File: src/hw/rtl/tssp_pkg.sv
// shared types and constants for the station stop profiler
// no dependencies
package tssp_pkg;

    localparam logic [1:0] MODE_MOVING   = 2'd0;
    localparam logic [1:0] MODE_APPROACH = 2'd1;
    localparam logic [1:0] MODE_STOPPED  = 2'd2;

    localparam logic ACTION_TICK = 1'b0;
    localparam logic ACTION_LOAD = 1'b1;

    // arrival window, 100 cm in Q24.8
    localparam logic signed [33:0] ARRIVE_DIST = 34'sd25600;

    localparam int DIV_STEPS = 48;

    localparam logic [2:0] REG_SPEED_LIMIT    = 3'd0;
    localparam logic [2:0] REG_ACCEL_RATE     = 3'd1;
    localparam logic [2:0] REG_BRAKE_LIMIT    = 3'd2;
    localparam logic [2:0] REG_DWELL_TIME     = 3'd3;
    localparam logic [2:0] REG_APPROACH_RANGE = 3'd4;
    localparam logic [2:0] REG_TRACK_LENGTH   = 3'd5;
    localparam logic [2:0] REG_STATION_COUNT  = 3'd6;

    typedef struct packed {
        logic        action;
        logic [15:0] delta_time;
        logic [3:0]  station_slot;
        logic [31:0] station_position;
    } t_in;

    typedef struct packed {
        logic [31:0] position;
        logic [23:0] speed;
        logic [1:0]  mode;
        logic [4:0]  next_station;
    } t_out;

    typedef struct packed {
        logic [23:0] speed_limit;
        logic [15:0] accel_rate;
        logic [15:0] brake_limit;
        logic [23:0] dwell_time;
        logic [31:0] approach_range;
        logic [31:0] track_length;
        logic [4:0]  station_count;
    } t_cfg;

    typedef struct packed {
        logic latch;
        logic load_wr;
        logic dwell;
        logic mul_acc;
        logic acc;
        logic mul_pos;
        logic pos;
        logic rd;
        logic dist_ld;
        logic mode_upd;
        logic div_init;
        logic div_step;
        logic mul_dec;
        logic brake;
        logic arrive;
        logic out_load;
    } t_cmd;

    typedef struct packed {
        logic is_load;
        logic is_stopped;
        logic pending;
        logic approach_now;
        logic dist_pos;
        logic div_last;
    } t_sts;

endpackage

File: src/hw/rtl/tssp_ctrl.sv
// sequencer for one transaction at a time, plus the output valid flag
// depends on tssp_pkg
module tssp_ctrl (
    input  logic            i_clk,
    input  logic            i_rst_n,
    input  logic            i_in_valid,
    output logic            o_in_stall,
    output logic            o_out_valid,
    input  logic            i_out_stall,
    input  tssp_pkg::t_sts  i_sts,
    output tssp_pkg::t_cmd  o_cmd
);
    localparam logic [3:0] S_IDLE  = 4'd0;
    localparam logic [3:0] S_DEC   = 4'd1;
    localparam logic [3:0] S_MULA  = 4'd2;
    localparam logic [3:0] S_ACC   = 4'd3;
    localparam logic [3:0] S_MULP  = 4'd4;
    localparam logic [3:0] S_POS   = 4'd5;
    localparam logic [3:0] S_RD    = 4'd6;
    localparam logic [3:0] S_DIST  = 4'd7;
    localparam logic [3:0] S_MODE  = 4'd8;
    localparam logic [3:0] S_DIV   = 4'd9;
    localparam logic [3:0] S_MULD  = 4'd10;
    localparam logic [3:0] S_BRK   = 4'd11;
    localparam logic [3:0] S_ARR   = 4'd12;
    localparam logic [3:0] S_OUT   = 4'd13;

    logic [3:0] r_state, n_state;
    logic       r_out_valid;
    logic       w_out_free;

    assign o_in_stall  = (r_state != S_IDLE);
    assign o_out_valid = r_out_valid;
    assign w_out_free  = !r_out_valid || !i_out_stall;

    always_comb begin
        n_state = r_state;
        o_cmd   = '0;
        unique case (r_state)
            S_IDLE: begin
                o_cmd.latch = i_in_valid;
                if (i_in_valid) n_state = S_DEC;
            end
            S_DEC: begin
                if (i_sts.is_load) begin
                    o_cmd.load_wr = 1'b1;
                    n_state = S_OUT;
                end else if (i_sts.is_stopped) begin
                    o_cmd.dwell = 1'b1;
                    n_state = S_OUT;
                end else begin
                    n_state = S_MULA;
                end
            end
            S_MULA: begin
                o_cmd.mul_acc = 1'b1;
                n_state = S_ACC;
            end
            S_ACC: begin
                o_cmd.acc = 1'b1;
                n_state = S_MULP;
            end
            S_MULP: begin
                o_cmd.mul_pos = 1'b1;
                n_state = S_POS;
            end
            S_POS: begin
                o_cmd.pos = 1'b1;
                n_state = S_RD;
            end
            S_RD: begin
                o_cmd.rd = 1'b1;
                n_state = i_sts.pending ? S_DIST : S_OUT;
            end
            S_DIST: begin
                o_cmd.dist_ld = 1'b1;
                n_state = S_MODE;
            end
            S_MODE: begin
                o_cmd.mode_upd = 1'b1;
                if (!i_sts.approach_now) begin
                    n_state = S_OUT;
                end else if (i_sts.dist_pos) begin
                    o_cmd.div_init = 1'b1;
                    n_state = S_DIV;
                end else begin
                    n_state = S_ARR;
                end
            end
            S_DIV: begin
                o_cmd.div_step = 1'b1;
                if (i_sts.div_last) n_state = S_MULD;
            end
            S_MULD: begin
                o_cmd.mul_dec = 1'b1;
                n_state = S_BRK;
            end
            S_BRK: begin
                o_cmd.brake = 1'b1;
                n_state = S_ARR;
            end
            S_ARR: begin
                o_cmd.arrive = 1'b1;
                n_state = S_OUT;
            end
            S_OUT: begin
                o_cmd.out_load = w_out_free;
                if (w_out_free) n_state = S_IDLE;
            end
            default: n_state = S_IDLE;
        endcase
    end

    always_ff @(posedge i_clk) begin
        if (!i_rst_n) begin
            r_state     <= S_IDLE;
            r_out_valid <= 1'b0;
        end else begin
            r_state <= n_state;
            if (o_cmd.out_load) r_out_valid <= 1'b1;
            else if (!i_out_stall) r_out_valid <= 1'b0;
        end
    end
endmodule

File: config.mk
export PLATFORM = sky130hd
export DESIGN_NAME = tssp_ctrl
export DESIGN_NICKNAME = d
export VERILOG_FILES = /design/src/hw/rtl/tssp_pkg.sv /design/src/hw/rtl/tssp_ctrl.sv
export SDC_FILE = /design/constraint.sdc
export NUM_CORES = 1
export LEC_CHECK = 0
export ABC_AREA = 1
export BUFFER_PORTS_ARGS = -buffer_cell sky130_fd_sc_hd__buf_2
export CORE_AREA = 2 2 39 41
export DETAILED_ROUTE_END_ITERATION = 16
export DIE_AREA = 0 0 41 43
export GPL_ROUTABILITY_DRIVEN = 0
export PLACE_DENSITY = 0.78
export REMOVE_ABC_BUFFERS = 1
export SLEW_MARGIN = 25
export SYNTH_ARGS = -nofsm -noshare
export SYNTH_HDL_FRONTEND = slang
export SYNTH_SLANG_ARGS = --single-unit
export TNS_END_PERCENT = 50
File: constraint.sdc
create_clock -name i_clk -period 2.79 [get_ports i_clk]
set_input_delay 0.558 -clock i_clk [delete_from_list [all_inputs] [get_ports i_clk]]
set_output_delay 0.558 -clock i_clk [all_outputs]
set_load 0.05 [all_outputs]
==> results.txt, run 1 <==
----------------------------------------------------
[Outcome]
  Status ... complete, no violations

[Cells and area]
  Share of layout cells above drive strength 1 ... 0.299
  Leading cell type in the layout, fill and taps excluded ... sky130_fd_sc_hd__inv_1
  Fillcell total ... 164
  Number of nets in the final layout ... 138
  Finished layout cell area ... 677 µm²
  Highest-count cells in the layout ignoring fill and taps ... sky130_fd_sc_hd__inv_1, sky130_fd_sc_hd__buf_2, sky130_fd_sc_hd__nand2_1
  Growth of design area from synthesis to finish ... 36.6%
  Antenna diode instance count ... 0

[Worst setup path]
  Crit path launch type ... flip-flop
  Kind of end point of the critical path ... output port
  Largest fanout on the critical path ... 5
  Crit Path Category ... flip-flop to output port
  Critical path data required time ... 2.23 ns
  Arrival time at the worst endpoint ... 1.49 ns

[CTS]
  Number of buffers added by the clock tree synthesis step ... 3
  Skew-Pair Late Insertion Delay ... 0.24 ns
  Clock edge transition at the registers on the reported setup and hold paths ... 0.04 ns
  Total number of clock tree sinks ... 5
  Bufs on Longest Clock Path ... 2
  Clock Tree Root ... sky130_fd_sc_hd__clkbuf_4
  TritonCTS clock tree ... built
  Setup bufs post-CTS ... 0
  Hold-fix buffers at CTS ... 0
  Number of H-tree branching levels ... 1
  Resized cells post-CTS ... 0

[Global route]
  Pin count of the biggest net entering global routing ... 7
  Antenna violations before repair ... 0
  GRT Resource Usage Total ... 0.142
  Global-route wire length before repair ... 1.75 mm
  Remaining Overflow, GRT ... 0
  Via count of the first global-routing pass ... 472

[Placement]
  Detailed Place HPWL ... 1.00 mm
  Quantity of I/O buffers inserted on ports ... 27
  Placed cell area ... 651 µm²

[Timing]
  Max-Slew Margin vs Limit ... 0.836
  Slew at the pin closest to its max-slew limit ... 0.246 ns
  Smallest hold slack ... 0.489 ns
  Clock tree skew after final layout ... 0.000636 ns
  Number of slew-limit violations in the final report ... 0
  Min cycle time layout ... 2.05 ns
  Final worst path period share ... 0.735
  Final hold viol count ... 0
  Total setup violations reported at the end of the flow ... 0
  Max Freq ... 488 MHz
  Total negative setup slack ... 0 ns
  RSZ-0062 raised after global routing ... no

[Floorplan]
  Vertical extent of the die ... 43 µm
  Total number of placement rows ... 14
  Area of the die ... 1760 µm²
  Core Box Area ... 1380 µm²
  I/O pin count ... 28
  Width of the chip ... 41 µm
  Starting Density ... 0.358

[Power]
  Switching Power ... 414 µW
  Sw Ratio ... 0.603
  Design internal power ... 272 µW
  Portion of total power attributed to combinational logic ... 0.707
  Sequential group share of total power ... 0.172
  PD cells ... 1010 nW/µm²
  Clock power frac ... 0.121
  Max IR drop VDD ... 524 µV
  Leakage power ... 0.509 nW
  Design Power ... 686 µW

[Synth]
  Count of warnings emitted by yosys ... 0
  Sequential element share of the synthesized area ... 0.202
  Post-synthesis instance total ... 96
  Count of state elements after synthesis ... 5
  Netlist cell types ... 16
  Mean instance size in the synthesized netlist ... 5.16 µm²
  Mapped cell area ... 495 µm²

[Route]
  Detailed-route vias per instance ... 4.32
  Post-detailed-routing wire length ... 1.15 mm
  Average detailed-routed wire length per instance ... 8.01 µm
  Count of vias placed by the detailed router ... 618
  DRC ... 0
  Pre-Repair DR Iteration Count ... 4
  First-iteration detailed-routing DRC count ... 10
  Antenna viol nets, final ... 0

[Min path]
  Type of the worst min-delay path ... flip-flop to flip-flop

[Flow run]
  Maxcap violations ... 0

----------------------------------------------------
power by group through the flow:
stage	Sequential (mW)	Clock [mW]	Combinational, mW
after CTS	0.118	0.0875	0.487
final	0.118	0.0832	0.484
after floorplan	0.117	0	0.392
after global routing	0.121	0.0932	0.530
after global placement	0.118	0	0.483
after detailed placement	0.119	0	0.486
sequential cells by signal, summed over array words and instances (netlist names):
signal	cells
r_state	4
o_out_valid	1
cell usage after synthesis:
| cell | instances | area share |
|---|---|---|
| sky130_fd_sc_hd__a21oi_1 | 4 | 0.040 |
| sky130_fd_sc_hd__a21oi_2 | 2 | 0.035 |
| sky130_fd_sc_hd__dfxtp_1 | 5 | 0.20 |
| sky130_fd_sc_hd__inv_1 | 28 | 0.21 |
| sky130_fd_sc_hd__inv_2 | 2 | 0.015 |
| sky130_fd_sc_hd__nand2_1 | 25 | 0.19 |
| sky130_fd_sc_hd__nand2_2 | 1 | 0.013 |
| sky130_fd_sc_hd__nand3_1 | 4 | 0.040 |
| sky130_fd_sc_hd__nand3b_1 | 2 | 0.030 |
| sky130_fd_sc_hd__nand4_1 | 1 | 0.013 |
| sky130_fd_sc_hd__nor2_1 | 16 | 0.12 |
| sky130_fd_sc_hd__nor2_2 | 1 | 0.013 |
| sky130_fd_sc_hd__nor2_4 | 2 | 0.045 |
| sky130_fd_sc_hd__nor3_1 | 1 | 0.010 |
| sky130_fd_sc_hd__o21ai_0 | 1 | 0.010 |
| sky130_fd_sc_hd__o21ai_1 | 1 | 0.010 |
metal layers:
layer | up-vias | global-route usage | part of all wire
li1 | 338 | - | -
met1 | 257 | 0.184 | 0.48
met2 | 21 | 0.213 | 0.44
met3 | 2 | 0.0209 | 0.068
met4 | 0 | 0.0800 | 0.013
met5 | - | 0 | 0
path summary, 6_finish.rpt:
| path | slack, ns | to | depth (start not counted) | from |
|---|---|---|---|---|
| setup / recovery | 0.74 | o_cmd[15] | 6 | r_state[0] |
| hold / removal | 0.49 | o_out_valid | 2 | o_out_valid |
| setup reg to reg | 1.57 | r_state[3] | 8 | r_state[1] |
| hold reg to reg | 0.49 | o_out_valid | 2 | o_out_valid |
critical path: stages, from the launching register on:
cell and delay, ns:
sky130_fd_sc_hd__dfxtp_1 0.34, sky130_fd_sc_hd__nor2_1 0.23, sky130_fd_sc_hd__inv_1 0.10, sky130_fd_sc_hd__nor2_1 0.18
sky130_fd_sc_hd__inv_1 0.07, sky130_fd_sc_hd__nor2_1 0.08, sky130_fd_sc_hd__buf_2 0.26
cells by family after synthesis:
logic type	after synthesis	share of synthesized area
buffers and inverters	30	0.227
and+or+nand+nor	53	0.475
DFF	5	0.202
AOI/OAI and AO/OA	8	0.0959
per-stage QoR:
stage,std cells,setup slack (ns),utilization
after CTS,143,0.736,0.489
after global routing,143,0.573,0.489
after global placement,139,1.03,0.470
final,143,0.739,0.489
after detailed placement,139,1.00,0.470
after floorplan,96,0.469,-
cell type report:
type | count | area, µm² | share of cell area
Inverter | 30 | 113 | 0.166
Tap cell | 16 | 20.0 | 0.0296
Timing Repair Buffer | 27 | 135 | 0.200
Sequential cell | 5 | 100 | 0.148
Clock buffer | 4 | 26.3 | 0.0388
Multi-Input combinational cell | 61 | 283 | 0.418
Power figures use the tool's default switching activity.
==> run 2, diff against run 1 <==
==> constraint.sdc (replaced) <==
create_clock -name i_clk -period 2 [get_ports i_clk]
set_input_delay 0.4 -clock i_clk [delete_from_list [all_inputs] [get_ports i_clk]]
set_output_delay 0.4 -clock i_clk [all_outputs]
set_load 0.05 [all_outputs]
==> run 2 against run 1 <==
  * Non-clock buffer count is the same
  * Register-to-register slack got worse by 0.83 ns
  * Clock skew grew 0.0019 ns
  * Count of clock-buffer cells in the layout stayed put
  * Total power increased by 41%
  * Clock power grew 41%
==> results.txt, run 2 (synthesis results as in run 1) <==
----------------------------------------------------
[Outcome]
  Status ... complete, no violations (unchanged)

[Floorplan]
  Width of the chip ... 41 µm (unchanged)
  Core Box Area ... 1380 µm² (unchanged)
  Starting Density ... 0.358 (unchanged)
  Total number of placement rows ... 14 (unchanged)
  Area of the die ... 1760 µm² (unchanged)
  I/O pin count ... 28 (unchanged)
  Vertical extent of the die ... 43 µm (unchanged)

[Global route]
  Pin count of the biggest net entering global routing ... 7 (unchanged)
  Routing layer with the top usage in global route ... met2 (unchanged)
  Met1 capacity usage during global routing ... 0.207 (was 0.184)
  GRT Resource Usage Total ... 0.157 (was 0.142)
  Global-route wire length before repair ... 1.90 mm (was 1.75 mm)
  GRT met2 Usage ... 0.231 (was 0.213)
  Via count of the first global-routing pass ... 510 (was 472)
  Antenna violations before repair ... 0 (unchanged)
  GR met3 Demand/Resource ... 0.0314 (was 0.0209)
  Remaining Overflow, GRT ... 0 (unchanged)

[Placement]
  DP Worst Slack ... 0.359 ns (was 1.00 ns)
  Quantity of I/O buffers inserted on ports ... 27 (unchanged)
  Detailed Place HPWL ... 1.02 mm (was 1.00 mm)
  Placed cell area ... 651 µm² (unchanged)

[Timing]
  Max Freq ... 539 MHz
  Final hold viol count ... 0 (unchanged)
  Worst path setup slack after routing ... 0.144 ns (was 0.739 ns)
  Clock tree skew after final layout ... 0.00255 ns (was 0.000636 ns)
  Number of slew-limit violations in the final report ... 0 (unchanged)
  Min cycle time layout ... 1.86 ns
  Total negative setup slack ... 0 ns (unchanged)
  Total setup violations reported at the end of the flow ... 0 (unchanged)
  Max-Slew Margin vs Limit ... 0.837 (was 0.836)
  Final worst path period share ... 0.928
  Slew at the pin closest to its max-slew limit ... 0.244 ns (was 0.246 ns)
  Smallest hold slack ... 0.356 ns (was 0.489 ns)
  RSZ-0062 raised after global routing ... no (unchanged)

[Worst setup path]
  Critical path data required time ... 1.60 ns (was 2.23 ns)
  Critical R2R Capture ... r_state[3] (unchanged)
  Kind of end point of the critical path ... output port (unchanged)
  Reg-to-reg critical path startpoint ... r_state[1] (unchanged)
  Largest fanout on the critical path ... 5 (unchanged)
  Worst-case reg-to-reg path depth ... 8 (unchanged)
  Crit path launch type ... flip-flop (unchanged)
  Arrival time at the worst endpoint ... 1.46 ns (was 1.49 ns)
  Slack of the worst reg-to-reg path ... 0.74 ns (was 1.57 ns)
  Crit Path Category ... flip-flop to output port (unchanged)

[CTS]
  Number of buffers added by the clock tree synthesis step ... 3 (unchanged)
  Hold-fix buffers at CTS ... 0 (unchanged)
  Clock Tree Root ... sky130_fd_sc_hd__clkbuf_4 (unchanged)
  Setup bufs post-CTS ... 0 (unchanged)
  Resized cells post-CTS ... 0 (unchanged)
  Number of H-tree branching levels ... 1 (unchanged)
  Total number of clock tree sinks ... 5 (unchanged)
  Bufs on Longest Clock Path ... 2 (unchanged)
  Clock edge transition at the registers on the reported setup and hold paths ... 0.04 ns (about the same)
  TritonCTS clock tree ... built (unchanged)
  Skew-Pair Late Insertion Delay ... 0.24 ns (about the same)

[Cells and area]
  Finished layout cell area ... 682 µm² (was 677 µm²)
  Largest register FFs ... 4 (unchanged)
  Leading cell type in the layout, fill and taps excluded ... sky130_fd_sc_hd__inv_1 (unchanged)
  Share of layout cells above drive strength 1 ... 0.315 (was 0.299)
  Number of nets in the final layout ... 138 (unchanged)
  Util after Layout ... 0.493 (was 0.489)
  Antenna diode instance count ... 0 (unchanged)
  Growth of design area from synthesis to finish ... 37.6% (was 36.6%)
  Largest register by flop count ... r_state (unchanged)
  Highest-count cells in the layout ignoring fill and taps ... sky130_fd_sc_hd__inv_1, sky130_fd_sc_hd__buf_2, sky130_fd_sc_hd__nand2_1 (unchanged)

[Flow run]
  Maxcap violations ... 0 (unchanged)

[Route]
  Average detailed-routed wire length per instance ... 8.22 µm (was 8.01 µm)
  Post-detailed-routing wire length ... 1.18 mm (was 1.15 mm)
  DRC ... 0 (unchanged)
  First-iteration detailed-routing DRC count ... 10 (unchanged)
  Pre-Repair DR Iteration Count ... 5 (was 4)
  Count of vias placed by the detailed router ... 632 (was 618)
  Detailed-route vias per instance ... 4.42 (was 4.32)
  Antenna viol nets, final ... 0 (unchanged)

[Power]
  Leakage power ... 0.510 nW (was 0.509 nW)
  PD cells ... 1420 nW/µm² (was 1010 nW/µm²)
  Max IR drop VDD ... 714 µV (was 524 µV)

[Min path]
  Type of the worst min-delay path ... input port to flip-flop (was flip-flop to flip-flop)
  Hold-critical path endpoint ... r_state[2] (was o_out_valid)
  Hold depth ... 3 (was 2)
  Min-delay src ... i_rst_n (was o_out_valid)

----------------------------------------------------
-- run 2: cell count changes in the layout (fill, tap and decap cells not counted) --
cell / previous run / this run
sky130_fd_sc_hd__nor2_1: 16 / 14
sky130_fd_sc_hd__nor2_2: 1 / 3
-- run 2: worst max-delay path: stages, from the launching register on --
cell and delay [ns]:
sky130_fd_sc_hd__dfxtp_1 0.35, sky130_fd_sc_hd__nor2_2 0.20, sky130_fd_sc_hd__inv_1 0.08, sky130_fd_sc_hd__nor2_1 0.18, sky130_fd_sc_hd__inv_1 0.07, sky130_fd_sc_hd__nor2_1 0.08, sky130_fd_sc_hd__buf_2 0.26
-- run 2: worst max-delay path by stage --
| stage | end | slack [ns] | start | depth (start not counted) |
|---|---|---|---|---|
| global placement | o_cmd[15] | 0.41 | r_state[0] | 6 |
| floorplan | o_cmd[13] | -0.16 | r_state[3] | 5 |
| detailed placement | o_cmd[15] | 0.36 | r_state[0] | 6 |
| finish | o_cmd[15] | 0.14 | r_state[0] | 6 |
| CTS | o_cmd[15] | 0.09 | r_state[0] | 6 |
| global route | o_cmd[15] | 0.03 | r_state[0] | 6 |
-- run 2: power by group --
part	total [mW]	internal, mW	switching [mW]
logic	0.679	0.178	0.501
clock network	0.117	0.0754	0.0413
registers	0.171	0.130	0.0409
total	0.968	0.384	0.583
-- run 2: routing by layer --
| metal | part of all wire | vias up |
|---|---|---|
| li1 | - | 342 |
| met1 | 0.46 | 267 |
| met2 | 0.46 | 21 |
| met3 | 0.062 | 2 |
| met4 | 0.013 | 0 |
| met5 | 0 | - |
-- run 2: final cells by class --
cell class	instances	area [µm²]
sequential	5	100
timing repair buffer	27	135
multi-input combinational	61	288
inverter	30	113
fill	147	702
tap	16	20.0
clock buffer	4	26.3
-- run 2: per-stage QoR --
step                power (mW)  instances
CTS                      0.965        143
global placement         0.839        139
finish                   0.968        143
floorplan                0.710         96
detailed placement       0.843        139
global route              1.05        143
