===== src/hw/rtl/tssp_pkg.sv =====
// shared types and constants for the station stop profiler
// no dependencies
package tssp_pkg;

    localparam logic [1:0] MODE_MOVING   = 2'd0;
    localparam logic [1:0] MODE_APPROACH = 2'd1;
    localparam logic [1:0] MODE_STOPPED  = 2'd2;

    localparam logic ACTION_TICK = 1'b0;
    localparam logic ACTION_LOAD = 1'b1;

    // arrival window, 100 cm in Q24.8
    localparam logic signed [33:0] ARRIVE_DIST = 34'sd25600;

    localparam int DIV_STEPS = 48;

    localparam logic [2:0] REG_SPEED_LIMIT    = 3'd0;
    localparam logic [2:0] REG_ACCEL_RATE     = 3'd1;
    localparam logic [2:0] REG_BRAKE_LIMIT    = 3'd2;
    localparam logic [2:0] REG_DWELL_TIME     = 3'd3;
    localparam logic [2:0] REG_APPROACH_RANGE = 3'd4;
    localparam logic [2:0] REG_TRACK_LENGTH   = 3'd5;
    localparam logic [2:0] REG_STATION_COUNT  = 3'd6;

    typedef struct packed {
        logic        action;
        logic [15:0] delta_time;
        logic [3:0]  station_slot;
        logic [31:0] station_position;
    } t_in;

    typedef struct packed {
        logic [31:0] position;
        logic [23:0] speed;
        logic [1:0]  mode;
        logic [4:0]  next_station;
    } t_out;

    typedef struct packed {
        logic [23:0] speed_limit;
        logic [15:0] accel_rate;
        logic [15:0] brake_limit;
        logic [23:0] dwell_time;
        logic [31:0] approach_range;
        logic [31:0] track_length;
        logic [4:0]  station_count;
    } t_cfg;

    typedef struct packed {
        logic latch;
        logic load_wr;
        logic dwell;
        logic mul_acc;
        logic acc;
        logic mul_pos;
        logic pos;
        logic rd;
        logic dist_ld;
        logic mode_upd;
        logic div_init;
        logic div_step;
        logic mul_dec;
        logic brake;
        logic arrive;
        logic out_load;
    } t_cmd;

    typedef struct packed {
        logic is_load;
        logic is_stopped;
        logic pending;
        logic approach_now;
        logic dist_pos;
        logic div_last;
    } t_sts;

endpackage


===== src/hw/rtl/tssp_regs.sv =====
// configuration register file behind the apb-style port
// depends on tssp_pkg
module tssp_regs (
    input  logic                i_clk,
    input  logic                i_rst_n,
    input  logic                psel,
    input  logic                penable,
    input  logic                pwrite,
    input  logic [4:0]          paddr,
    input  logic [31:0]         pwdata,
    output logic [31:0]         prdata,
    output logic                pready,
    output tssp_pkg::t_cfg      o_cfg
);
    tssp_pkg::t_cfg r_cfg;
    logic [2:0] w_idx;

    assign w_idx  = paddr[4:2];
    assign pready = 1'b1;
    assign o_cfg  = r_cfg;

    always_ff @(posedge i_clk) begin
        if (!i_rst_n) begin
            r_cfg.speed_limit    <= 24'd256000;
            r_cfg.accel_rate     <= 16'd200;
            r_cfg.brake_limit    <= 16'd400;
            r_cfg.dwell_time     <= 24'd655360;
            r_cfg.approach_range <= 32'd512000;
            r_cfg.track_length   <= 32'hFFFF_FFFF;
            r_cfg.station_count  <= 5'd0;
        end else if (psel && penable && pwrite) begin
            unique case (w_idx)
                tssp_pkg::REG_SPEED_LIMIT:    r_cfg.speed_limit    <= pwdata[23:0];
                tssp_pkg::REG_ACCEL_RATE:     r_cfg.accel_rate     <= pwdata[15:0];
                tssp_pkg::REG_BRAKE_LIMIT:    r_cfg.brake_limit    <= pwdata[15:0];
                tssp_pkg::REG_DWELL_TIME:     r_cfg.dwell_time     <= pwdata[23:0];
                tssp_pkg::REG_APPROACH_RANGE: r_cfg.approach_range <= pwdata;
                tssp_pkg::REG_TRACK_LENGTH:   r_cfg.track_length   <= pwdata;
                tssp_pkg::REG_STATION_COUNT:  r_cfg.station_count  <= pwdata[4:0];
                default: ;
            endcase
        end
    end

    always_comb begin
        unique case (w_idx)
            tssp_pkg::REG_SPEED_LIMIT:    prdata = {8'd0, r_cfg.speed_limit};
            tssp_pkg::REG_ACCEL_RATE:     prdata = {16'd0, r_cfg.accel_rate};
            tssp_pkg::REG_BRAKE_LIMIT:    prdata = {16'd0, r_cfg.brake_limit};
            tssp_pkg::REG_DWELL_TIME:     prdata = {8'd0, r_cfg.dwell_time};
            tssp_pkg::REG_APPROACH_RANGE: prdata = r_cfg.approach_range;
            tssp_pkg::REG_TRACK_LENGTH:   prdata = r_cfg.track_length;
            tssp_pkg::REG_STATION_COUNT:  prdata = {27'd0, r_cfg.station_count};
            default:                      prdata = 32'd0;
        endcase
    end
endmodule


===== config.mk =====
export PLATFORM = sky130hd
export DESIGN_NAME = tssp_regs
export DESIGN_NICKNAME = d
export VERILOG_FILES = /design/src/hw/rtl/tssp_pkg.sv /design/src/hw/rtl/tssp_regs.sv
export SDC_FILE = /design/constraint.sdc
export NUM_CORES = 1
export LEC_CHECK = 0
export BUFFER_PORTS_ARGS = -buffer_cell sky130_fd_sc_hd__buf_2
export CAP_MARGIN = 20
export CORE_MARGIN = 8
export CORE_UTILIZATION = 40
export CTS_CLUSTER_DIAMETER = 200
export DETAILED_ROUTE_END_ITERATION = 7
export HOLD_SLACK_MARGIN = 0.1
export PLACE_DENSITY_LB_ADDON = 0.25
export SLEW_MARGIN = 10
export SYNTH_ARGS = -nofsm -noshare
export SYNTH_HDL_FRONTEND = slang
export SYNTH_SLANG_ARGS = --single-unit
export TNS_END_PERCENT = 100

===== constraint.sdc =====
create_clock -name i_clk -period 1.4 [get_ports i_clk]
set_input_delay 0.14 -clock i_clk [delete_from_list [all_inputs] [get_ports i_clk]]
set_output_delay 0.14 -clock i_clk [all_outputs]
set_load 0.01 [all_outputs]

==> results of run 1 <==
[stage by stage]
stage	hold WS (ps)	setup slack [ps]	total power [mW]
after floorplan	282	116	4.92
after global placement	403	-81.8	5.34
after detailed placement	407	-77.1	5.34
after CTS	173	-227	10.2
after global routing	193	-267	10.5
final	186	-220	10.1
[tightest hold or removal path, cell delays in order]
cell	delay [ps]
buf_4	140
buf_12	180
o211ai_1	100
[logic make-up (layout without fill, tap and decap cells)]
family	after synthesis	in the layout
DFF	149	149
buffers and inverters	100	410
AOI/OAI and AO/OA	130	130
and+or+nand+nor	190	190
other	1	2
muxes	164	164
[worst max path at each step]
stage / to / depth (start not counted) / slack, ps
3_5_place_dp: prdata[14] / 6 / -80
2_1_floorplan: prdata[1] / 5 / 120
3_3_place_gp: prdata[14] / 6 / -80
4_1_cts: prdata[3] / 4 / -230
6_report: prdata[0] / 4 / -220
5_1_grt: prdata[1] / 4 / -270
[power by group through the flow]
stage | clock network [mW] | registers (mW) | logic, mW
final | 4.73 | 4.31 | 1.06
after global routing | 5.01 | 4.31 | 1.14
after CTS | 4.81 | 4.31 | 1.04
after detailed placement | 0 | 4.41 | 0.938
after global placement | 0 | 4.41 | 0.930
after floorplan | 0 | 4.42 | 0.503
[synthesized netlist by cell type (4+ instances only)]
library cell and n:
clkbuf_1 34, nand3b_1 8, nor2b_1 13, o211ai_1 46, buf_4 4, inv_1 34, o221ai_1 5, o21ai_0 49
nor2_1 10, a221oi_1 13, o311ai_0 8, mux2_2 16, mux2i_1 148, buf_2 14, dfxtp_1 149, nand2_1 143
buf_6 12
[cell type report]
type / count / area share
diodes: 1 / 0.000252
clock buffers: 18 / 0.0443
clock inverters: 14 / 0.0178
inverters: 34 / 0.0129
multi-input cells: 485 / 0.358
flip-flops and latches: 149 / 0.306
well taps: 225 / 0.0284
repair buffers: 344 / 0.232
[layer usage]
metal,GRT usage,up-vias
li1,-,3162
met1,0.255,3125
met2,0.361,214
met3,0.0464,22
met4,0.0688,0
met5,0,-
[repair_timing]
| action | CTS | global route |
|---|---|---|
| setup buffers | 20 | 3 |
| hold endpoints to repair | 109 | 0 |
| endpoints found under the setup margin | 16 | 25 |
| cloned | 0 | 1 |
| pin swaps | 5 | 5 |
| resized for setup | 53 | 25 |
| hold buffers | 32 | 0 |
==> run summary, run 1 <==
EDFF count, synth: 0
Max Slew Vio Count: 0
Final GP Congestion: 0.789
area of placed instances: 0.00859 sq mm
Clock Tree Root: clkbuf_16
initial core utilization: 0.404
Worst EP required: 1260 ps
crit path launch: o_cfg[109]
WL met3: 1.39 mm
drt first pass iters: 5
sequential share of power: 0.427
hold depth: 3
Worst-Skew Late Latency: 410 ps
TNS Setup: -1700 ps
crit path time final: 1620 ps
WL/cell: 18.4 um
DR iter-0 viols: 301
RSZ-0062 raised after global routing: true
Hold Path Origin: i_rst_n
clock power share: 0.468
flip-flop count of the largest register after layout: 149
commonest non-fill, non-tap cell in the layout: buf_2
multiplexer share of the synthesized area: 0.241
failing checks: negative setup slack
Post-synth ARST share: 0
Die Span X: 147 um
final instance area: 0.00991 sq mm
Worst Hold Class: input pin to register
WP data arrival: 1480 ps
Adder-Cell Fraction of Synth Area: 0
number of clock sinks: 149
footprint of the multi-input gates: 0.00355 sq mm
Post-Synth XOR/XNOR Area: 0
Seq/Total Area, Yosys: 0.433
TritonCTS clock tree: done
largest family of logic cells by synthesized area: multiplexers
# rows: 48
Yosys reg bits: 149
total congestion overflow: 0
H-tree levels: 4
FILL cells: 1,523
final worst setup slack: -220 ps
slowest stage delay, CP: 330 ps
cell count after synthesis: 734
nets: 1,073
I/O pins: 224
Ys Warns: 0
setup violators final: 13
Compound-Gate Fraction of Synth Area: 0.128
Startpoint Class: register
CTS buffer count: 17
vias per inst: 5.14
Placed Instances: 1,181
Logic pwr share: 0.105
CP Max Fanout: 2
vias in the first global route: 6,675
most frequent cells in the layout: buf_2 (219), mux2i_1 (148), nand2_1 (139)
worst reg2reg path startpoint: o_cfg[100]
Total Routed Length: 23.3 mm
Post-Synth Simple-Gate Area: 0.125
main flop type after synthesis: dfxtp_1
r2r setup slk: 580 ps
Crit-path slowest cell: dfxtp_2
Top Layer Used: met4
status: finished with violations
Synth Area per Inst: 9.39 sq um
distinct cell type count after synthesis: 34
Detail Route Antenna Nets: 0
Synth area leader: dfxtp_1
maximum root-to-sink buffer count: 2
PortBufs: 220
die footprint: 0.0217 sq mm
share of layout cells above drive strength 1: 0.413
post-synthesis cell area: 0.00689 sq mm
FF-to-FF End: o_cfg[100]
area grow syn2layout: 43.8%
met2 routed wirelength: 11.5 mm
fin cells: 1,270
FF-to-FF path depth: 3
Setup crit end kind: primary output
kind of critical path: register to primary output
Switching Fraction: 0.245
Finished Core Util: 0.581
wl on met1: 10.1 mm
register area: 0.00304 sq mm
Clock Pin Slew Worst Setup and Hold Paths: 60 ps
largest net degree at the start of global routing: 93
post-synth top area share: 0.433
maxcap violations: 0
Vias: 6,523
worst path buffer plus inverter count: 1
Final Hold Fails: 0
Max Fclk: 617 MHz
Post-Route Skew: 0 ps
Pwr Density: 1020 mW/mm^2
first-pass GRT wire length: 36.7 mm
Core Area: 0.0171 sq mm
crit path cell chain: mux2_4, a221oi_2, a221oi_1, buf_2
synth top area cells: dfxtp_1 (43%), mux2i_1 (21%), nand2_1 (7.8%)
worst vdd ir: 0.824 mV
hold endpoint: o_cfg[18]
internal power: 7.63 mW
# DRC: 0
Die Height: 147 um
Net Count, Synth: 776
P_leak: 4.64 nW
all-layer global routing usage: 0.210
NetSw: 2.48 mW
dpl hpwl: 16.2 mm
cell family contributing the most delay on the critical path: flip-flops
initial antenna violation count: 1
part of the cycle the worst path needs: 1.16
Note: power is estimated with default switching activity, not from simulation.
==> run 2: changes to the inputs <==
--- a/config.mk
+++ b/config.mk
@@ -8,7 +8,7 @@
 export BUFFER_PORTS_ARGS = -buffer_cell sky130_fd_sc_hd__buf_2
 export CAP_MARGIN = 20
 export CORE_MARGIN = 8
-export CORE_UTILIZATION = 40
+export CORE_UTILIZATION = 35
 export CTS_CLUSTER_DIAMETER = 200
 export DETAILED_ROUTE_END_ITERATION = 7
 export HOLD_SLACK_MARGIN = 0.1
==> run 2 against run 1 <==
  * The flow still finishes with violations (negative setup slack)
  * Via count shrank 0.57%
  * Combinational power up 6%
  * Flip-flop and latch count unchanged
  * Sequential share of layout area decreased by 0.62 points
  * Sequential power is essentially flat
  * Worst setup slack worse by 19 ps
  * Routed wire length up 3.9%
  * Clock power is 1% higher
  * Critical path depth stayed put
  * Final cell count grew 2.8%
  * Clock skew unchanged
  * Clock-buffer cell count increased by 4
  * Largest cell class unchanged
==> run summary, run 2 (synthesized netlist as in run 1, its figures left out) <==
first-pass GRT wire length: 37.1 mm (+1.2%)
clock power share: 0.469 (about the same)
Pwr Density: 1010 mW/mm^2 (-0.78%)
status: finished with violations
crit path cell chain: mux2_4, a221oi_4, a221oi_1, buf_2
maxcap violations: 0 (unchanged)
Final GP Congestion: 0.803 (+1.9%)
setup slack at placement: -88.1 ps (-11.0 ps)
I/O pins: 224 (unchanged)
internal power: 7.81 mW (+2.3%)
fin cells: 1,306 (+2.8%)
# rows: 51 (+6.3%)
vias in the first global route: 6,479 (-2.9%)
area of placed instances: 0.00866 sq mm (+0.85%)
worst path buffer plus inverter count: 1 (unchanged)
crit path time final: 1640 ps (+18.8 ps)
Startpoint Class: register
FF-to-FF End: o_cfg[140]
part of the cycle the worst path needs: 1.17 (+0.0134)
share of layout cells above drive strength 1: 0.419 (+0.00599)
WL/cell: 18.6 um (+1.1%)
Die Height: 156 um (+6.2%)
flip-flop count of the largest register after layout: 149 (unchanged)
DR iter-0 viols: 285 (-5.3%)
Clock Pin Slew Worst Setup and Hold Paths: 60 ps (about the same)
Setup crit end kind: primary output
# DRC: 0 (unchanged)
commonest non-fill, non-tap cell in the layout: buf_2
P_leak: 4.70 nW (+1.4%)
drt first pass iters: 5 (unchanged)
worst vdd ir: 0.829 mV (+0.60%)
cell family contributing the most delay on the critical path: flip-flops
CP Max Fanout: 2 (unchanged)
number of clock sinks: 149 (unchanged)
Crit-path slowest cell: dfxtp_2
Clock Tree Root: clkbuf_16
TritonCTS clock tree: done
minimum hold slack: 182 ps (-3.92 ps)
r2r setup slk: 550 ps (-30 ps)
hold endpoint: o_cfg[100]
initial antenna violation count: 0 (-1)
FF-to-FF path depth: 4 (+1)
Placed Instances: 1,214 (+2.8%)
PortBufs: 220 (unchanged)
initial core utilization: 0.355 (-0.0488)
slowest stage delay, CP: 320 ps (about the same)
kind of critical path: register to primary output
maximum root-to-sink buffer count: 2 (unchanged)
all-layer global routing usage: 0.196 (-0.0148)
Vias: 6,486 (-0.57%)
dpl hpwl: 17.0 mm (+5.0%)
setup violators final: 13 (unchanged)
H-tree levels: 4 (unchanged)
Switching Fraction: 0.238 (-0.00752)
Detail Route Antenna Nets: 0 (unchanged)
Max Fclk: 610 MHz (-1.1%)
most frequent cells in the layout: buf_2 (218), mux2i_1 (148), nand2_1 (138)
hold depth: 3 (unchanged)
Finished Core Util: 0.522 (-0.0597)
final instance area: 0.0101 sq mm (+2.1%)
Logic pwr share: 0.110 (+0.005)
largest net degree at the start of global routing: 65 (-30%)
Inserted Diodes: 0 (-1)
nets: 1,070 (-0.28%)
Post-Route Skew: 0 ps (unchanged)
Die Span X: 156 um (+6.2%)
final worst setup slack: -238 ps (-18.8 ps)
total congestion overflow: 0 (unchanged)
Worst Hold Class: input pin to register
Total Routed Length: 24.2 mm (+3.9%)
Worst EP required: 1260 ps (about the same)
failing checks: negative setup slack
CTS buffer count: 17 (unchanged)
RSZ-0062 raised after global routing: true
Max Slew Vio Count: 0 (unchanged)
sequential share of power: 0.421 (-0.006)
WP data arrival: 1500 ps (+20 ps)
die footprint: 0.0244 sq mm (+13%)
Hold Path Origin: i_rst_n
Core Area: 0.0194 sq mm (+14%)
worst reg2reg path startpoint: o_cfg[140]
vias per inst: 4.97 (-3.3%)
NetSw: 2.43 mW (-1.8%)
Final Hold Fails: 0 (unchanged)
FILL cells: 1,866 (+23%)
Worst-Skew Late Latency: 420 ps (about the same)
area grow syn2layout: 46.8%
==> run 2: how the worst max path moves through the flow <==
stage	end	cells past startpoint	start
5_1_grt	prdata[1]	4	o_cfg[110]
3_5_place_dp	o_cfg[85]	5	paddr[4]
3_3_place_gp	o_cfg[95]	5	paddr[4]
2_1_floorplan	prdata[1]	5	paddr[3]
4_1_cts	prdata[1]	4	o_cfg[70]
6_report	prdata[0]	4	o_cfg[109]
==> run 2: per-stage QoR <==
| stage | power [mW] | setup TNS [ps] |
|---|---|---|
| after floorplan | 4.92 | 0 |
| after global placement | 5.35 | -3410 |
| after detailed placement | 5.36 | -4390 |
| after CTS | 10.3 | -1840 |
| after global routing | 10.6 | -2720 |
| final | 10.2 | -1710 |
==> run 2: layer usage <==
| metal | vias up | GRT usage | wire length (um) |
|---|---|---|---|
| met5 | - | 0 | 0 |
| li1 | 3154 | - | - |
| met3 | 16 | 0.0535 | 1560 |
| met4 | 0 | 0.0535 | 318 |
| met2 | 177 | 0.328 | 11700 |
| met1 | 3139 | 0.242 | 10600 |
==> run 2: cell type report <==
cell class	instances	area, sq um	share of cell area
clock buffer	22	484	0.0479
clock inverter	10	143	0.0141
inverter	34	128	0.0126
multi-input combinational	485	3600	0.356
sequential	149	3040	0.300
tap	265	332	0.0328
timing repair buffer	341	2390	0.236
==> run 2: tightest hold or removal path, stage by stage <==
cell and delay, ps:
buf_4 160, buf_12 170, o311ai_0 90
==> run 2: repair_timing <==
item | 4_1_cts | 5_1_grt
setup buffers | 21 | 5
pin swaps | 5 | 3
endpoints found under the setup margin | 24 | 28
endpoints found under the hold margin | 118 | 0
gates resized for setup | 62 | 29
gates cloned | 2 | 0
hold buffers | 32 | 0
==> run 2: power by group through the flow <==
stage / clock (mW) / sequential (mW) / combinational [mW]
2_1_floorplan: 0 / 4.42 / 0.503
3_3_place_gp: 0 / 4.40 / 0.949
3_5_place_dp: 0 / 4.41 / 0.953
4_1_cts: 4.90 / 4.31 / 1.10
5_1_grt: 5.10 / 4.31 / 1.21
6_report: 4.80 / 4.31 / 1.12
==> run 3: changes to the inputs <==
--- a/config.mk
+++ b/config.mk
@@ -5,7 +5,7 @@
 export SDC_FILE = /design/constraint.sdc
 export NUM_CORES = 1
 export LEC_CHECK = 0
-export BUFFER_PORTS_ARGS = -buffer_cell sky130_fd_sc_hd__buf_2
+export BUFFER_PORTS_ARGS = -buffer_cell sky130_fd_sc_hd__clkbuf_2
 export CAP_MARGIN = 20
 export CORE_MARGIN = 8
 export CORE_UTILIZATION = 35
==> run 3 against run 2 <==
  * The flow still finishes with violations (negative setup slack)
  * Flip-flop and latch count did not move
  * Clock power fell by 4%
  * Global-route usage rose by 0.25 points
  * Register-to-register slack improved by 60 ps
  * Highest routed layer unchanged
==> run summary, run 3 (synthesized netlist as in run 1, its figures left out) <==
status: finished with violations
failing checks: negative setup slack
maximum root-to-sink buffer count: 2 (unchanged)
maxcap violations: 0 (unchanged)
wl on met1: 10.5 mm (-1.2%)
Worst EP required: 1260 ps (about the same)
Worst Hold Class: input pin to register
setup violators final: 12 (-1)
total congestion overflow: 0 (unchanged)
worst path buffer plus inverter count: 1 (unchanged)
Vias: 6,490 (+0.062%)
fin cells: 1,311 (+0.38%)
Placed Instances: 1,221 (+0.58%)
final worst setup slack: -237 ps (+1.01 ps)
I/O pins: 224 (unchanged)
Max Fclk: 611 MHz (about the same)
drt first pass iters: 4 (-1)
crit path cell chain: mux2_2, a221oi_2, a221oi_1, buf_2
Inserted Diodes: 0 (unchanged)
Total Routed Length: 24.3 mm (about the same)
Post-Route Skew: 0 ps (unchanged)
hold depth: 5 (+2)
worst reg2reg path startpoint: o_cfg[112]
crit path time final: 1640 ps (-1.01 ps)
setup slack at placement: -220 ps (-132 ps)
FILL cells: 1,867 (+0.054%)
PortBufs: 220 (unchanged)
Slew @ Worst Pin: 534 ps
slowest stage delay, CP: 320 ps (about the same)
kind of critical path: register to primary output
r2r setup slk: 610 ps (+60 ps)
Setup crit end kind: primary output
Hold Path Origin: penable
largest net degree at the start of global routing: 58 (-11%)
met2 routed wirelength: 11.7 mm (about the same)
Max Slew Vio Count: 0 (unchanged)
Final Hold Fails: 0 (unchanged)
WL met3: 1.44 mm (-8.1%)
DR iter-0 viols: 338 (+19%)
Crit-path slowest cell: dfxtp_2
share of layout cells above drive strength 1: 0.420 (+0.000866)
P_leak: 4.62 nW (-1.7%)
TritonCTS clock tree: done
Pwr Density: 1000 mW/mm^2 (-1.2%)
Clock Tree Root: clkbuf_16
Worst-Skew Late Latency: 420 ps (about the same)
CTS buffer count: 17 (unchanged)
dpl hpwl: 17.5 mm (+2.9%)
flip-flop count of the largest register after layout: 149 (unchanged)
nets: 1,075 (+0.47%)
Top Layer Used: met4
RSZ-0062 raised after global routing: true
first-pass GRT wire length: 38.2 mm (+2.7%)
CP Max Fanout: 2 (unchanged)
H-tree levels: 4 (unchanged)
all-layer global routing usage: 0.198 (+0.00251)
cell family contributing the most delay on the critical path: flip-flops
WP data arrival: 1500 ps (about the same)
part of the cycle the worst path needs: 1.17 (about the same)
die footprint: 0.0244 sq mm (unchanged)
initial antenna violation count: 0 (unchanged)
vias per inst: 4.95 (-0.32%)
initial core utilization: 0.355 (unchanged)
Core Area: 0.0194 sq mm (unchanged)
Die Span X: 156 um (unchanged)
Final GP Congestion: 0.833 (+3.7%)
Startpoint Class: register
minimum hold slack: 311 ps (+130 ps)
commonest non-fill, non-tap cell in the layout: clkbuf_2
FF-to-FF End: o_cfg[112]
vias in the first global route: 6,773 (+4.5%)
Clock Pin Slew Worst Setup and Hold Paths: 60 ps (about the same)
# rows: 51 (unchanged)
FF-to-FF path depth: 3 (-1)
Die Height: 156 um (unchanged)
Detail Route Antenna Nets: 0 (unchanged)
number of clock sinks: 149 (unchanged)
WL/cell: 18.5 um (-0.36%)
area grow syn2layout: 45.0%
most frequent cells in the layout: clkbuf_2 (207), mux2i_1 (147), nand2_1 (139)
slew margin rel.: 0.643
# DRC: 0 (unchanged)
worst vdd ir: 0.683 mV (-18%)
hold endpoint: o_cfg[54]
## run 3: changes by cell type in the layout (fill, tap and decap cells not counted), sizes merged
cell,change
clkbuf,+203
bufinv,-1
buf,-200
dlygate4sd3,+1
clkinv,+3
bufbuf,-2
clkinvlp,+1
## run 3: layout make-up
type | count | area [sq um] | area share
multi-input combinational | 485 | 3550 | 0.356
inverter | 34 | 131 | 0.0131
tap | 265 | 332 | 0.0332
clock buffer | 19 | 443 | 0.0443
timing repair buffer | 346 | 2350 | 0.235
sequential | 149 | 3040 | 0.304
clock inverter | 13 | 148 | 0.0148
## run 3: per-layer routing
metal | vias up | GRT usage
li1 | 3164 | -
met1 | 3097 | 0.241
met2 | 189 | 0.331
met3 | 40 | 0.0461
met4 | 0 | 0.0792
met5 | - | 0
## run 3: how the worst max path moves through the flow
| stage | from | endpoint | slack [ps] | depth (start not counted) |
|---|---|---|---|---|
| after floorplan | paddr[3] | prdata[1] | 120 | 5 |
| after global placement | paddr[4] | prdata[13] | -190 | 6 |
| after detailed placement | paddr[4] | prdata[13] | -220 | 6 |
| after CTS | o_cfg[111] | prdata[2] | -240 | 4 |
| after global routing | o_cfg[71] | prdata[2] | -310 | 4 |
| final | o_cfg[71] | prdata[2] | -240 | 4 |
## run 3: worst min-delay path: cells and delay by family
kind / cells / cell delay [ps]
buffers and inverters: 2 / 260
AND/OR/NAND/NOR: 1 / 130
AO/OA/AOI/OAI: 2 / 150
## run 3: where the power goes
part / leakage [nW] / switching [mW] / total [mW] / internal [mW]
logic: 3.13 / 0.590 / 1.08 / 0.490
clock network: 0.277 / 1.91 / 4.60 / 2.69
registers: 1.22 / 0.0333 / 4.31 / 4.28
total: 4.62 / 2.53 / 9.99 / 7.46
## run 3: stage by stage
step / power (mW) / setup TNS, ps / area, sq um / util
6_report: 9.99 / -1760 / 10000 / 0.515
5_1_grt: 10.3 / -2830 / 10000 / 0.515
4_1_cts: 10.1 / -1970 / 9950 / 0.513
3_5_place_dp: 5.35 / -6670 / 8670 / 0.447
3_3_place_gp: 5.35 / -3860 / 8670 / 0.447
2_1_floorplan: 4.92 / 0 / 6890 / -
## run 3: what timing repair did
item | 4_1_cts | 5_1_grt
pin swaps | 9 | 4
hold buffers | 33 | 0
endpoints found under the hold margin | 129 | 0
setup buffers | 24 | 1
gates resized for setup | 68 | 31
endpoints found under the setup margin | 23 | 24
